## config.mk

```make
export PLATFORM = sky130hd
export DESIGN_NAME = wind_vane_circular_filter
export DESIGN_NICKNAME = d
export VERILOG_FILES = /design/src/rtl/core/wvcf_pkg.sv /design/src/rtl/core/wvcf_cordic.sv /design/src/rtl/core/wind_vane_circular_filter.sv
export SDC_FILE = /design/constraint.sdc
export NUM_CORES = 2
export LEC_CHECK = 0
export BUFFER_PORTS_ARGS = -buffer_cell sky130_fd_sc_hd__buf_2
export CORE_ASPECT_RATIO = 0.8
export CORE_MARGIN = 5
export CORE_UTILIZATION = 45
export DETAILED_ROUTE_END_ITERATION = 7
export PLACE_DENSITY = 0.66
export SYNTH_ARGS = -nofsm -noshare
export SYNTH_HDL_FRONTEND = slang
export SYNTH_SLANG_ARGS = --single-unit
```

## constraint.sdc

```tcl
create_clock -name clock -period 12.8 [get_ports clock]
set_input_delay 2.56 -clock clock [delete_from_list [all_inputs] [get_ports clock]]
set_output_delay 2.56 -clock clock [all_outputs]
set_load 0.1 [all_outputs]
```

## src/rtl/core/wvcf_pkg.sv

```systemverilog
`timescale 1ns / 1ps
package wvcf_pkg;

   localparam int CORDIC_STEPS_DEF = 16;

   // angles in 2^-16 degree
   localparam logic signed [31:0] FULL16    = 32'sd23592960;
   localparam logic signed [31:0] HALF16    = 32'sd11796480;
   localparam logic signed [31:0] QUARTER16 = 32'sd5898240;
   localparam logic signed [31:0] INV_GAIN  = 32'sd19898;

   localparam logic [15:0]       PREV_RESET   = 16'd34560;
   localparam logic [15:0]       Q97_FULL     = 16'd46080;
   localparam logic signed [8:0] CORR_RESET   = -9'sd26;
   localparam logic [8:0]        WEIGHT_RESET = 9'd16;

   localparam logic CSR_IDX_CORR   = 1'b0;
   localparam logic CSR_IDX_WEIGHT = 1'b1;

   typedef struct packed {
      logic load;
      logic step;
      logic vec;
   } cordic_ctrl_type;

   // atan(2^-i) in degrees * 65536
   function automatic logic signed [31:0] atan_lookup(input logic [4:0] idx);
      logic signed [31:0] v;
      case (idx)
         5'd0:    v = 32'sd2949120;
         5'd1:    v = 32'sd1740967;
         5'd2:    v = 32'sd919879;
         5'd3:    v = 32'sd466945;
         5'd4:    v = 32'sd234379;
         5'd5:    v = 32'sd117304;
         5'd6:    v = 32'sd58666;
         5'd7:    v = 32'sd29335;
         5'd8:    v = 32'sd14668;
         5'd9:    v = 32'sd7334;
         5'd10:   v = 32'sd3667;
         5'd11:   v = 32'sd1833;
         5'd12:   v = 32'sd917;
         5'd13:   v = 32'sd458;
         5'd14:   v = 32'sd229;
         5'd15:   v = 32'sd115;
         5'd16:   v = 32'sd57;
         5'd17:   v = 32'sd29;
         5'd18:   v = 32'sd14;
         5'd19:   v = 32'sd7;
         5'd20:   v = 32'sd4;
         5'd21:   v = 32'sd2;
         5'd22:   v = 32'sd1;
         default: v = 32'sd0;
      endcase
      return v;
   endfunction

endpackage

```

## src/rtl/core/wvcf_cordic.sv

```systemverilog
`timescale 1ns / 1ps
module wvcf_cordic import wvcf_pkg::*; #(
   parameter int STEPS = CORDIC_STEPS_DEF
) (
   input  logic               clock,
   input  logic               reset,
   input  cordic_ctrl_type    ctrl,
   input  logic signed [31:0] x_load,
   input  logic signed [31:0] y_load,
   input  logic signed [31:0] z_load,
   output logic signed [31:0] x_out,
   output logic signed [31:0] y_out,
   output logic signed [31:0] z_out,
   output logic               done
);
   localparam int CNT_W = $clog2(STEPS + 1);

   logic signed [31:0] x_ff, y_ff, z_ff, x_in, y_in, z_in, atan_v;
   logic [CNT_W-1:0]   cnt_ff, cnt_in;
   logic               pos;

   assign done   = (cnt_ff == CNT_W'(STEPS));
   assign atan_v = atan_lookup(5'(cnt_ff));
   // rotation drives z to zero, vectoring drives y to zero
   assign pos    = ctrl.vec ? y_ff[31] : !z_ff[31];

   always_comb begin
      x_in   = x_ff;
      y_in   = y_ff;
      z_in   = z_ff;
      cnt_in = cnt_ff;
      if (ctrl.load) begin
         x_in   = x_load;
         y_in   = y_load;
         z_in   = z_load;
         cnt_in = '0;
      end else if (ctrl.step && !done) begin
         if (pos) begin
            x_in = x_ff - (y_ff >>> cnt_ff);
            y_in = y_ff + (x_ff >>> cnt_ff);
            z_in = z_ff - atan_v;
         end else begin
            x_in = x_ff + (y_ff >>> cnt_ff);
            y_in = y_ff - (x_ff >>> cnt_ff);
            z_in = z_ff + atan_v;
         end
         cnt_in = cnt_ff + 1'b1;
      end
   end

   always_ff @(posedge clock) begin
      x_ff <= x_in;
      y_ff <= y_in;
      z_ff <= z_in;
      if (reset) begin
         cnt_ff <= '0;
      end else begin
         cnt_ff <= cnt_in;
      end
   end

   assign x_out = x_ff;
   assign y_out = y_ff;
   assign z_out = z_ff;

endmodule

```

## src/rtl/core/wind_vane_circular_filter.sv

```systemverilog
// One transaction at a time: a request is taken only in the idle state, which
//   is re-entered once the result has been written to the response register;
//   a response stall holds the block until the receiver is ready. The shared
//   CORDIC stage does two rotation passes and one vectoring pass per request,
//   and the modulo-360 loops make the time per request depend on the inputs.
// Reset (synchronous): registers to -26 deg and 16/256, filter state 270 deg.
`timescale 1ns / 1ps
module wind_vane_circular_filter import wvcf_pkg::*; #(
   parameter int CORDIC_STEPS = CORDIC_STEPS_DEF
) (
   input  logic        clock,
   input  logic        reset,
   input  logic        csr_write,
   input  logic        csr_index,
   input  logic [8:0]  csr_wdata,
   input  logic        req_valid,
   output logic        req_ready,
   input  logic [15:0] req_raw_word,
   input  logic [15:0] req_sail_angle,
   input  logic [15:0] req_heading,
   output logic        rsp_valid,
   input  logic        rsp_ready,
   output logic [8:0]  rsp_raw_direction,
   output logic [15:0] rsp_wind_direction
);

   typedef enum logic [18:0] {
      S_IDLE  = 19'h00001,
      S_READ  = 19'h00002,
      S_SAIL  = 19'h00004,
      S_MODS  = 19'h00008,
      S_HEAD  = 19'h00010,
      S_MODH  = 19'h00020,
      S_SEL   = 19'h00040,
      S_WRA   = 19'h00080,
      S_WRB   = 19'h00100,
      S_FOLD  = 19'h00200,
      S_ROT   = 19'h00400,
      S_ROTE  = 19'h00800,
      S_MULS  = 19'h01000,
      S_MULC  = 19'h02000,
      S_SUM   = 19'h04000,
      S_VLOAD = 19'h08000,
      S_VEC   = 19'h10000,
      S_WRAPZ = 19'h20000,
      S_FIN   = 19'h40000
   } state_type;

   state_type state_ff, state_in;

   // configuration
   logic signed [8:0] corr_ff;
   logic [8:0]        weight_ff;

   // transaction registers
   logic [13:0] enc_ff;
   logic [8:0]  sail_ff, head_ff, dir_ff, dir_in;
   logic [10:0] acc_ff, acc_in;
   logic [15:0] prev_ff, prev_in;

   // angle folding ahead of each rotation pass
   logic signed [31:0] ang_ff, ang_in;
   logic               neg_ff, neg_in;
   logic               pass_ff, pass_in;   // low: previous direction, high: new sample

   logic signed [15:0] sp_ff, cp_ff, sn_ff, cn_ff;
   logic signed [25:0] prod_s_ff, prod_c_ff, prod_in;
   logic signed [18:0] ys_ff, xs_ff;
   logic               zero_ff, zero_in;

   // response register
   logic        rsp_valid_ff, rsp_valid_in;
   logic [8:0]  rsp_raw_ff;
   logic [15:0] rsp_dir_ff;

   // shared CORDIC stage
   cordic_ctrl_type    cctl;
   logic signed [31:0] cx_load, cy_load, cz_load, cx, cy, cz;
   logic               cdone;

   wvcf_cordic #(.STEPS(CORDIC_STEPS)) u_cordic (
      .clock  (clock),
      .reset  (reset),
      .ctrl   (cctl),
      .x_load (cx_load),
      .y_load (cy_load),
      .z_load (cz_load),
      .x_out  (cx),
      .y_out  (cy),
      .z_out  (cz),
      .done   (cdone)
   );

   function automatic logic signed [15:0] clamp15(input logic signed [31:0] v);
      logic signed [15:0] r;
      if (v > 32'sd32767) begin
         r = 16'sd32767;
      end else if (v < -32'sd32767) begin
         r = -16'sd32767;
      end else begin
         r = v[15:0];
      end
      return r;
   endfunction

   // scaled encoder reading plus correction
   logic [22:0]        enc_prod;
   logic signed [10:0] rd_sum;
   logic signed [31:0] rx, ry, vx, vy;
   logic signed [31:0] zw;
   logic [16:0]        q_sum;
   logic [15:0]        q_val;
   logic               out_free;

   assign enc_prod = 23'(enc_ff) * 23'd360;
   assign rd_sum   = $signed({2'b00, enc_prod[22:14]}) + {{2{corr_ff[8]}}, corr_ff};
   assign rx       = neg_ff ? -cx : cx;
   assign ry       = neg_ff ? -cy : cy;
   assign vx       = {{5{xs_ff[18]}}, xs_ff, 8'b0};
   assign vy       = {{5{ys_ff[18]}}, ys_ff, 8'b0};
   assign zw       = zero_ff ? 32'sd0 : ang_ff;
   assign q_sum    = 17'((zw + 32'sd256) >>> 9);
   assign q_val    = (q_sum >= 17'(Q97_FULL)) ? 16'(q_sum - 17'(Q97_FULL)) : q_sum[15:0];
   assign out_free = !rsp_valid_ff || rsp_ready;

   assign req_ready = (state_ff == S_IDLE);

   always_comb begin
      state_in     = state_ff;
      acc_in       = acc_ff;
      dir_in       = dir_ff;
      prev_in      = prev_ff;
      ang_in       = ang_ff;
      neg_in       = neg_ff;
      pass_in      = pass_ff;
      zero_in      = zero_ff;
      prod_in      = '0;
      rsp_valid_in = rsp_valid_ff && !rsp_ready;
      cctl         = '0;
      cx_load      = INV_GAIN;
      cy_load      = '0;
      cz_load      = ang_ff;
      unique case (state_ff)
         S_IDLE: begin
            if (req_valid) begin
               state_in = S_READ;
            end
         end
         S_READ: begin
            acc_in   = rd_sum[10] ? 11'(rd_sum + 11'sd360) : rd_sum;
            state_in = S_SAIL;
         end
         S_SAIL: begin
            acc_in   = acc_ff + 11'(sail_ff);
            state_in = S_MODS;
         end
         S_MODS: begin
            if (acc_ff >= 11'd360) begin
               acc_in = acc_ff - 11'd360;
            end else begin
               state_in = S_HEAD;
            end
         end
         S_HEAD: begin
            acc_in   = acc_ff + 11'(head_ff);
            state_in = S_MODH;
         end
         S_MODH: begin
            if (acc_ff >= 11'd360) begin
               acc_in = acc_ff - 11'd360;
            end else begin
               dir_in   = acc_ff[8:0];
               pass_in  = 1'b0;
               state_in = S_SEL;
            end
         end
         S_SEL: begin
            ang_in   = pass_ff ? {7'b0, dir_ff, 16'b0} : {7'b0, prev_ff, 9'b0};
            state_in = S_WRA;
         end
         S_WRA: begin
            if (ang_ff >= FULL16) begin
               ang_in = ang_ff - FULL16;
            end
            state_in = S_WRB;
         end
         S_WRB: begin
            if (ang_ff > HALF16) begin
               ang_in = ang_ff - FULL16;
            end
            state_in = S_FOLD;
         end
         S_FOLD: begin
            // bring into +-90 deg, undo by negating the result
            cctl.load = 1'b1;
            if (ang_ff > QUARTER16) begin
               cz_load = ang_ff - HALF16;
               neg_in  = 1'b1;
            end else if (ang_ff < -QUARTER16) begin
               cz_load = ang_ff + HALF16;
               neg_in  = 1'b1;
            end else begin
               neg_in  = 1'b0;
            end
            state_in = S_ROT;
         end
         S_ROT: begin
            cctl.step = 1'b1;
            if (cdone) begin
               state_in = S_ROTE;
            end
         end
         S_ROTE: begin
            if (pass_ff) begin
               state_in = S_MULS;
            end else begin
               pass_in  = 1'b1;
               state_in = S_SEL;
            end
         end
         S_MULS: begin
            prod_in  = $signed({1'b0, weight_ff}) * sn_ff;
            state_in = S_MULC;
         end
         S_MULC: begin
            prod_in  = $signed({1'b0, weight_ff}) * cn_ff;
            state_in = S_SUM;
         end
         S_SUM: begin
            state_in = S_VLOAD;
         end
         S_VLOAD: begin
            zero_in   = (xs_ff == '0) && (ys_ff == '0);
            cctl.load = 1'b1;
            cctl.vec  = 1'b1;
            if (vx < 0) begin
               cx_load = -vx;
               cy_load = -vy;
               cz_load = HALF16;
            end else begin
               cx_load = vx;
               cy_load = vy;
               cz_load = '0;
            end
            state_in = S_VEC;
         end
         S_VEC: begin
            cctl.step = 1'b1;
            cctl.vec  = 1'b1;
            if (cdone) begin
               state_in = S_WRAPZ;
            end
         end
         S_WRAPZ: begin
            if (cz < 0) begin
               ang_in = cz + FULL16;
            end else if (cz >= FULL16) begin
               ang_in = cz - FULL16;
            end else begin
               ang_in = cz;
            end
            state_in = S_FIN;
         end
         S_FIN: begin
            if (out_free) begin
               rsp_valid_in = 1'b1;
               prev_in      = q_val;
               state_in     = S_IDLE;
            end
         end
         default: begin
            state_in = S_IDLE;
         end
      endcase
   end

   always_ff @(posedge clock) begin
      if (reset) begin
         state_ff     <= S_IDLE;
         rsp_valid_ff <= 1'b0;
         corr_ff      <= CORR_RESET;
         weight_ff    <= WEIGHT_RESET;
         prev_ff      <= PREV_RESET;
      end else begin
         state_ff     <= state_in;
         rsp_valid_ff <= rsp_valid_in;
         prev_ff      <= prev_in;
         if (csr_write) begin
            case (csr_index)
               CSR_IDX_CORR:   corr_ff   <= csr_wdata;
               CSR_IDX_WEIGHT: weight_ff <= csr_wdata;
               default:        ;
            endcase
         end
      end
   end

   // datapath, no reset
   always_ff @(posedge clock) begin
      acc_ff  <= acc_in;
      dir_ff  <= dir_in;
      ang_ff  <= ang_in;
      neg_ff  <= neg_in;
      pass_ff <= pass_in;
      zero_ff <= zero_in;
      if (req_valid && req_ready) begin
         enc_ff  <= req_raw_word[13:0];
         sail_ff <= req_sail_angle[15:7];
         head_ff <= req_heading[15:7];
      end
      if (state_ff == S_ROTE) begin
         if (pass_ff) begin
            sn_ff <= clamp15(ry);
            cn_ff <= clamp15(rx);
         end else begin
            sp_ff <= clamp15(ry);
            cp_ff <= clamp15(rx);
         end
      end
      if (state_ff == S_MULS) begin
         prod_s_ff <= prod_in;
      end
      if (state_ff == S_MULC) begin
         prod_c_ff <= prod_in;
      end
      if (state_ff == S_SUM) begin
         ys_ff <= 19'(sp_ff) + 19'(prod_s_ff >>> 8);
         xs_ff <= 19'(cp_ff) + 19'(prod_c_ff >>> 8);
      end
      if (state_ff == S_FIN && out_free) begin
         rsp_raw_ff <= dir_ff;
         rsp_dir_ff <= q_val;
      end
   end

   assign rsp_valid          = rsp_valid_ff;
   assign rsp_raw_direction  = rsp_raw_ff;
   assign rsp_wind_direction = rsp_dir_ff;

endmodule

```

* Word level (Yosys, flattened, before mapping) *
Memory sizes are Yosys's and may differ from the RTL's. A register that Yosys moved wholly into a read port is not among the register bits.
Cells that the tools add are included.

word-level totals
  memories = 1
  output and inout port bits = 27
  logic and storage cells = 189
  bits in read-only memories = 704
  input bits = 63
  register bits = 421

memories
  memory           words  bits a word  read ports  clocked after memory_dff  wr ports  RTL line        source
  (no name shown)  32     22           1           1                         0         wvcf_pkg.sv:29  case (idx)

operators by class
  reduce and logical (&&, ||, !) cells = 31
  order comparisons = 13
  eq/ne operators = 29
  shift-type cells = 2
  $add $sub $neg = 25
  bitwise logic cells = 3
  $mul = 3
  muxes and demuxes = 54

operators by type and width
  cell                    number
  $mux 32                 21
  $pmux 19 s19            1
  $pmux 32 s4             1
  $mux 19                 6
  $add 32x32->32          3
  $sub 32x32->32          3
  $mux 16                 5
  $ge 32x26->1 const B    2
  $gt 32x16->1 const B    2
  $lt 32x16->1 const B    2
  $neg 27->32             2
  $neg 32->32             2
  $pmux 32 s2             1
  $sshr 32x5->32          2
  $sub 32x26->32 const B  2
  $mul 10x16->26          2
  $mux 26                 2
  $pmux 11 s4             1
  $add 16x18->19          2
  $logic_not 19->1        2
  $add 32x25->32 const B  1
  $add 32x26->32 const B  1
  $gt 32x24->1 const B    1
  $gt 32x25->1 const B    1
  53 further kinds        92

* Logic depth before layout (Yosys ltp) *
  word-level depth = 7
  mapped depth = 27
  depth with buffers taken out = 25

* Modules after synthesis *
Synthesis repeated with hierarchy kept, for this count alone.

second synthesis, totals
  cells, all modules = 5132
  area, all modules = 46504.6 um2

modules (own cells, without submodules)
  module                     area each (um2)  cells each  sequential area each (um2)  times used
  wind_vane_circular_filter  30352.9          3252        8588.2                      1
  wvcf_cordic                16151.7          1880        3423.3                      1

* Least setup slack after synthesis *
OpenSTA, ideal clock, no wires.

  kind = reg-to-reg
  start = reg weight_ff[1]
  end = reg prod_c_ff[25], data pin
  data arrival time = 5.776 ns
  setup slack = 6.749 ns
  data required time = 12.525 ns
  cell stages (with the launch flop) = 21
  period minus slack after synthesis = 6.051 ns
  library setup time = 0.275 ns
  path buffers = 1
  cell sequence = dfxtp_1 clkbuf_1 nand2_1 inv_1 fa_1 fa_1 inv_1 fa_1 inv_1 fa_1 fa_1 ha_1 and4_1 a221o_1 or3_1 a21oi_1 nor3_1 and4_1 a2111oi_0 xnor2_1 mux2i_1

on the way
  longest elaborated chain between the ends = 2
  elaborated cells on any way between the ends = 3
  classes of those cells = mul (2); mux (1)

ends and longest elaborated chain
  item                               RTL line                                                            source
  from (decl)                        wind_vane_circular_filter.sv:53                                     logic [8:0] weight_ff;
  from (signal assigned)             wind_vane_circular_filter.sv:291                                    CSR_IDX_WEIGHT: weight_ff <= csr_wdata;
  $mul 10x16->26 (on tied branches)  wind_vane_circular_filter.sv:222, wind_vane_circular_filter.sv:226
  $mux 26 (*)                        --
  named net prod_in[25]              wind_vane_circular_filter.sv:67                                     logic signed [25:0] prod_s_ff, prod_c_ff, prod_in;
  to (signal assigned)               wind_vane_circular_filter.sv:324                                    prod_c_ff <= prod_in;
  to (decl)                          wind_vane_circular_filter.sv:67

The timed path passes the listed nets; every way through them passes the cells marked *.
A chain may end at the register's enable or synchronous reset.

* Worst setup path after layout *
  start = reg u_cordic.cnt_ff[1]
  end = reg u_cordic.x_ff[28], in the netlist u_cordic.x_out[28], data pin

on the way
  longest elaborated chain between the ends = 5
  elaborated cells on any way between the ends = 6
  classes of those cells = add/sub (2); shift (1); mux (3)

ends and longest elaborated chain
  item                                                     RTL line                              source
  from (decl)                                              wvcf_cordic.sv:19                     logic [CNT_W-1:0] cnt_ff, cnt_in;
  from (signal assigned)                                   wvcf_cordic.sv:58                     cnt_ff <= cnt_in;
  $sshr 32x5->32 (*)                                       wvcf_cordic.sv:39, wvcf_cordic.sv:43
  $add 32x32->32 / $sub 32x32->32 (equally long branches)  wvcf_cordic.sv:43, wvcf_cordic.sv:39
  $mux 32 (*)                                              wvcf_cordic.sv:38                     if (pos) begin
  $mux 32 (*)                                              wvcf_cordic.sv:37                     end else if (ctrl.step && !done) begin
  $mux 32 (*)                                              wvcf_cordic.sv:32                     if (ctrl.load) begin
  named net u_cordic.x_in[28]                              wvcf_cordic.sv:18                     logic signed [31:0] x_ff, y_ff, z_ff, x_in, y_in, z_in, atan_v;
  to (signal assigned)                                     wvcf_cordic.sv:52                     x_ff <= x_in;
  to (decl)                                                wvcf_cordic.sv:18

The timed path passes the listed nets; every way through them passes the cells marked *. The select of a mux whose other input is x is not followed.

==> summary.md <==
| Metric | Value |
|---|---|
| Drt initial violations | 3912 |
| CP max FO | 63 |
| Initial core utilization | 45.3% |
| Reg power frac | 33.5% |
| Cts repair resizes | 0 |
| Status | finished clean |
| Total Routing Usage GR | 23.7% |
| R2R Setup Slk | 4.36 ns |
| Drt wl/cell | 20.8 um |
| Clk_skew | 0.0256 ns |
| Final Wtd Congestion | 0.969 |
| FF+latch count, synth | 427 |
| CP Launch Type | flop |
| Vias | 37521 |
| Worst Path Required | 13.15 ns |
| Syn Area/Cell | 9.13 um2 |
| Cts hold-fix bufs | 0 |
| Switching share of power | 34.0% |
| Slew Limit Fails | 0 |
| Largest net degree at the start of global routing | 77 |
| H-tree Lvls | 2 |
| CTS tree | built |
| Core Rows | 104 |
| TNS Setup | 0 ns |
| Synth cell types | 89 |
| Total power | 4870 uW |
| Initial antenna violation count | 2 |
| Height of the die | 295 um |
| Bufs on Longest Clock Path | 3 |
| Endpoint class of the critical path | flop |
| Crit path arrival time | 8.78 ns |
| Commonest non-fill, non-tap cell in the layout | nand2_1 |
| Worst-Skew Late Latency | 0.62 ns |
| Io pins | 90 |
| Initial DRT Pass Iterations | 6 |
| Ys Warns | 0 |
| RSZ-0062 raised after global routing | no |
| Vias/cell | 5.98 |
| Post-Synthesis Cells | 4992 |
| Worst setup margin | 4.36 ns |
| Fmax | 119 MHz |
| Die area | 108000 um2 |
| First-pass GRT wire length | 206000 um |
| Gr ovfl total | 0 |
| Leakage power | 0.0199 uW |
| R2R depth | 18 |
| Final setup fails | 0 |
| Post-synth EDFFs | 346 |
| HPWL after DPL | 98400 um |
| Maxcap violations | 0 |
| Vias in the first global route | 35868 |
| Worst slack, placed | 4.77 ns |
| Ratio of final minimum period to clock period | 65.9% |
| Antenna diodes | 0 |
| Internal | 3220 uW |
| CTS Sinks | 427 |
| Total CTS buffers | 47 |
| Crit. Startpoint | u_cordic.cnt_ff[1]$_SDFFE_PP0P_ |
| Type of the worst setup path | reg -> reg |
| HP Class | reg -> reg |
| Relative slew slack | 21.6% |
| Core ar. | 101000 um2 |
| Most frequent cells in the layout | 484 x nand2_1, 423 x inv_1, 346 x edfxtp_1, 330 x ha_1, 313 x nor2_1 |
| Share of cells above drive strength 1 | 8.16% |
| Pwr Density | 100 nW/um2 |
| Comb power frac | 37.0% |
| RR Startpoint | u_cordic.cnt_ff[1]$_SDFFE_PP0P_ |
| Crit path capture | u_cordic.x_out[28]$_DFFE_PP_ |
| Syn Nets | 5651 |
| Mapped cell area | 45600 um2 |
| Clock root buffer | clkbuf_16 |
| WL final | 130000 um |
| Predominant post-synthesis flop cell | edfxtp_1 |
| Slew @ Worst Pin | 1.16 ns |
| Synth-to-Final Area Change | 6.77% |
| Clk network pwr share | 29.5% |
| PortBufs | 73 |
| Final Hold Fails | 0 |
| Final min period | 8.44 ns |
| NumNets Final | 5570 |
| Sw power | 1660 uW |
| Final ANT Viol Nets | 0 |
| Async S/R FF share, synth | 0% |
| Sequential fraction of the synthesis area | 26.4% |
| Remaining DRCs | 0 |
| Die span in x | 366 um |
| # Post-CTS Setup Buffers | 0 |
| Reg clk slew, reported paths | 0.06 ns |
| Max VDD drop | 0.149 mV |
| Crit Reg-Reg Endpoint | u_cordic.x_out[28]$_DFFE_PP_ |
-- power groups by stage --
| stage | logic (uW) | registers (uW) | clock network, uW |
|---|---|---|---|
| after global routing | 2060 | 1640 | 1530 |
| after detailed placement | 1810 | 1660 | 0 |
| final | 1800 | 1630 | 1440 |
| after floorplan | 1420 | 1650 | 0 |
| after CTS | 1820 | 1630 | 1470 |
| after global placement | 1750 | 1660 | 0 |
-- worst min-delay path by stage --
| stage | from | to | slack (ns) | depth (start not counted) |
|---|---|---|---|---|
| 2_1_floorplan | dir_ff[0]$_DFFE_PP_ | rsp_raw_direction[0]$_DFFE_PP_ | 0.43 | 0 |
| 3_3_place_gp | prev_ff[7]$_SDFFE_PP0P_ | prev_ff[7]$_SDFFE_PP0P_ | 0.44 | 2 |
| 3_5_place_dp | prev_ff[7]$_SDFFE_PP0P_ | prev_ff[7]$_SDFFE_PP0P_ | 0.45 | 2 |
| 4_1_cts | prev_ff[7]$_SDFFE_PP0P_ | prev_ff[7]$_SDFFE_PP0P_ | 0.45 | 2 |
| 5_1_grt | prev_ff[7]$_SDFFE_PP0P_ | prev_ff[7]$_SDFFE_PP0P_ | 0.47 | 2 |
| 6_report | prev_ff[7]$_SDFFE_PP0P_ | prev_ff[7]$_SDFFE_PP0P_ | 0.46 | 2 |
-- critical path: stages (launching register included) --
cell and delay, ns:
dfxtp_4 0.81, buf_4 0.77, mux4_2 0.46, a211oi_1 0.73
mux2i_1 0.34, a211oi_1 0.74, nand3_1 0.30, or3_1 0.54
o21a_1 0.22, xnor2_1 0.14, ha_1 0.40, nand4_1 0.12
o31ai_1 0.57, a31oi_1 0.29, a2111oi_0 0.93, nor4_1 0.24
o21ai_0 0.28, xnor2_1 0.16, nor2_1 0.05
-- metrics by stage --
stage / util (%) / std cells / hold WS, ns / instance area (um2)
global route: 48.4 / 6275 / 0.472 / 48700
global placement: 46.8 / 6187 / 0.442 / 47000
detailed placement: 46.8 / 6187 / 0.446 / 47000
finish: 48.4 / 6275 / 0.455 / 48700
floorplan: - / 4992 / 0.426 / 45600
CTS: 48.4 / 6275 / 0.454 / 48700
-- routing by layer --
metal  share of wire (%)  routed length, um  GRT usage, %
met2                  42              55000          35.8
met4                 2.2               2840          4.89
met1                  47              61000          35.9
met5               0.031                 41             0
met3                 8.8              11500          3.72
-- cell families after synthesis --
| group | synth area share (%) |
|---|---|
| and+or+nand+nor | 17.8 |
| AOI/OAI and AO/OA | 15.1 |
| buffers and inverters | 5.84 |
| adders and majority gates | 20.7 |
| DFF | 26.4 |
| xor gates and xnor gates | 7.61 |
| muxes | 6.52 |
-- synthesized netlist by cell type (all sizes together), types with 25 or more instances --
master	n	area (um2)
a31oi	45	282
nor4	40	278
o21ai	254	1270
xor2	186	1630
or2	25	156
xnor2	210	1840
inv	426	1600
edfxtp	346	10400
fa	266	5330
a211oi	30	225
ha	330	4130
or3	63	394
clkbuf	203	762
dfxtp	81	1620
mux4	76	1710
o31ai	52	390
a21o	71	533
nand2	486	1830
nor3	108	551
nand2b	54	338
nor2	315	1180
nand3	110	551
and2	207	1290
buf	54	292
mux2	46	518
and3	38	238
o21a	44	330
a21oi	252	1260
o22ai	66	413
o211ai	34	255
mux2i	74	741
nor2b	48	300
nand4	36	225
a22oi	28	210
-- registers in the layout (all words and copies together), names as in the netlist, 11 cells and up --
register,cells
cn_ff,16
rsp_wind_direction,16
ang_ff,32
ys_ff,19
u_cordic.atan_v,22
u_cordic.x_out,32
cp_ff,16
state_ff,19
acc_ff,11
sp_ff,16
enc_ff,14
u_cordic.y_out,32
prev_ff,16
u_cordic.z_out,32
prod_c_ff,18
prod_s_ff,18
sn_ff,16
xs_ff,19
-- area by class of cell --
cell class	instances	area [um2]
Multi-Input combinational cell	3879	31000
Sequential cell	427	12000
Timing Repair Buffer	127	771
Inverter	429	1610
Tap cell	1325	1660
Clock buffer	59	1280
Fill cell	9416	51900
Clock inverter	29	338
Note: power is estimated with default switching activity, not from simulation.
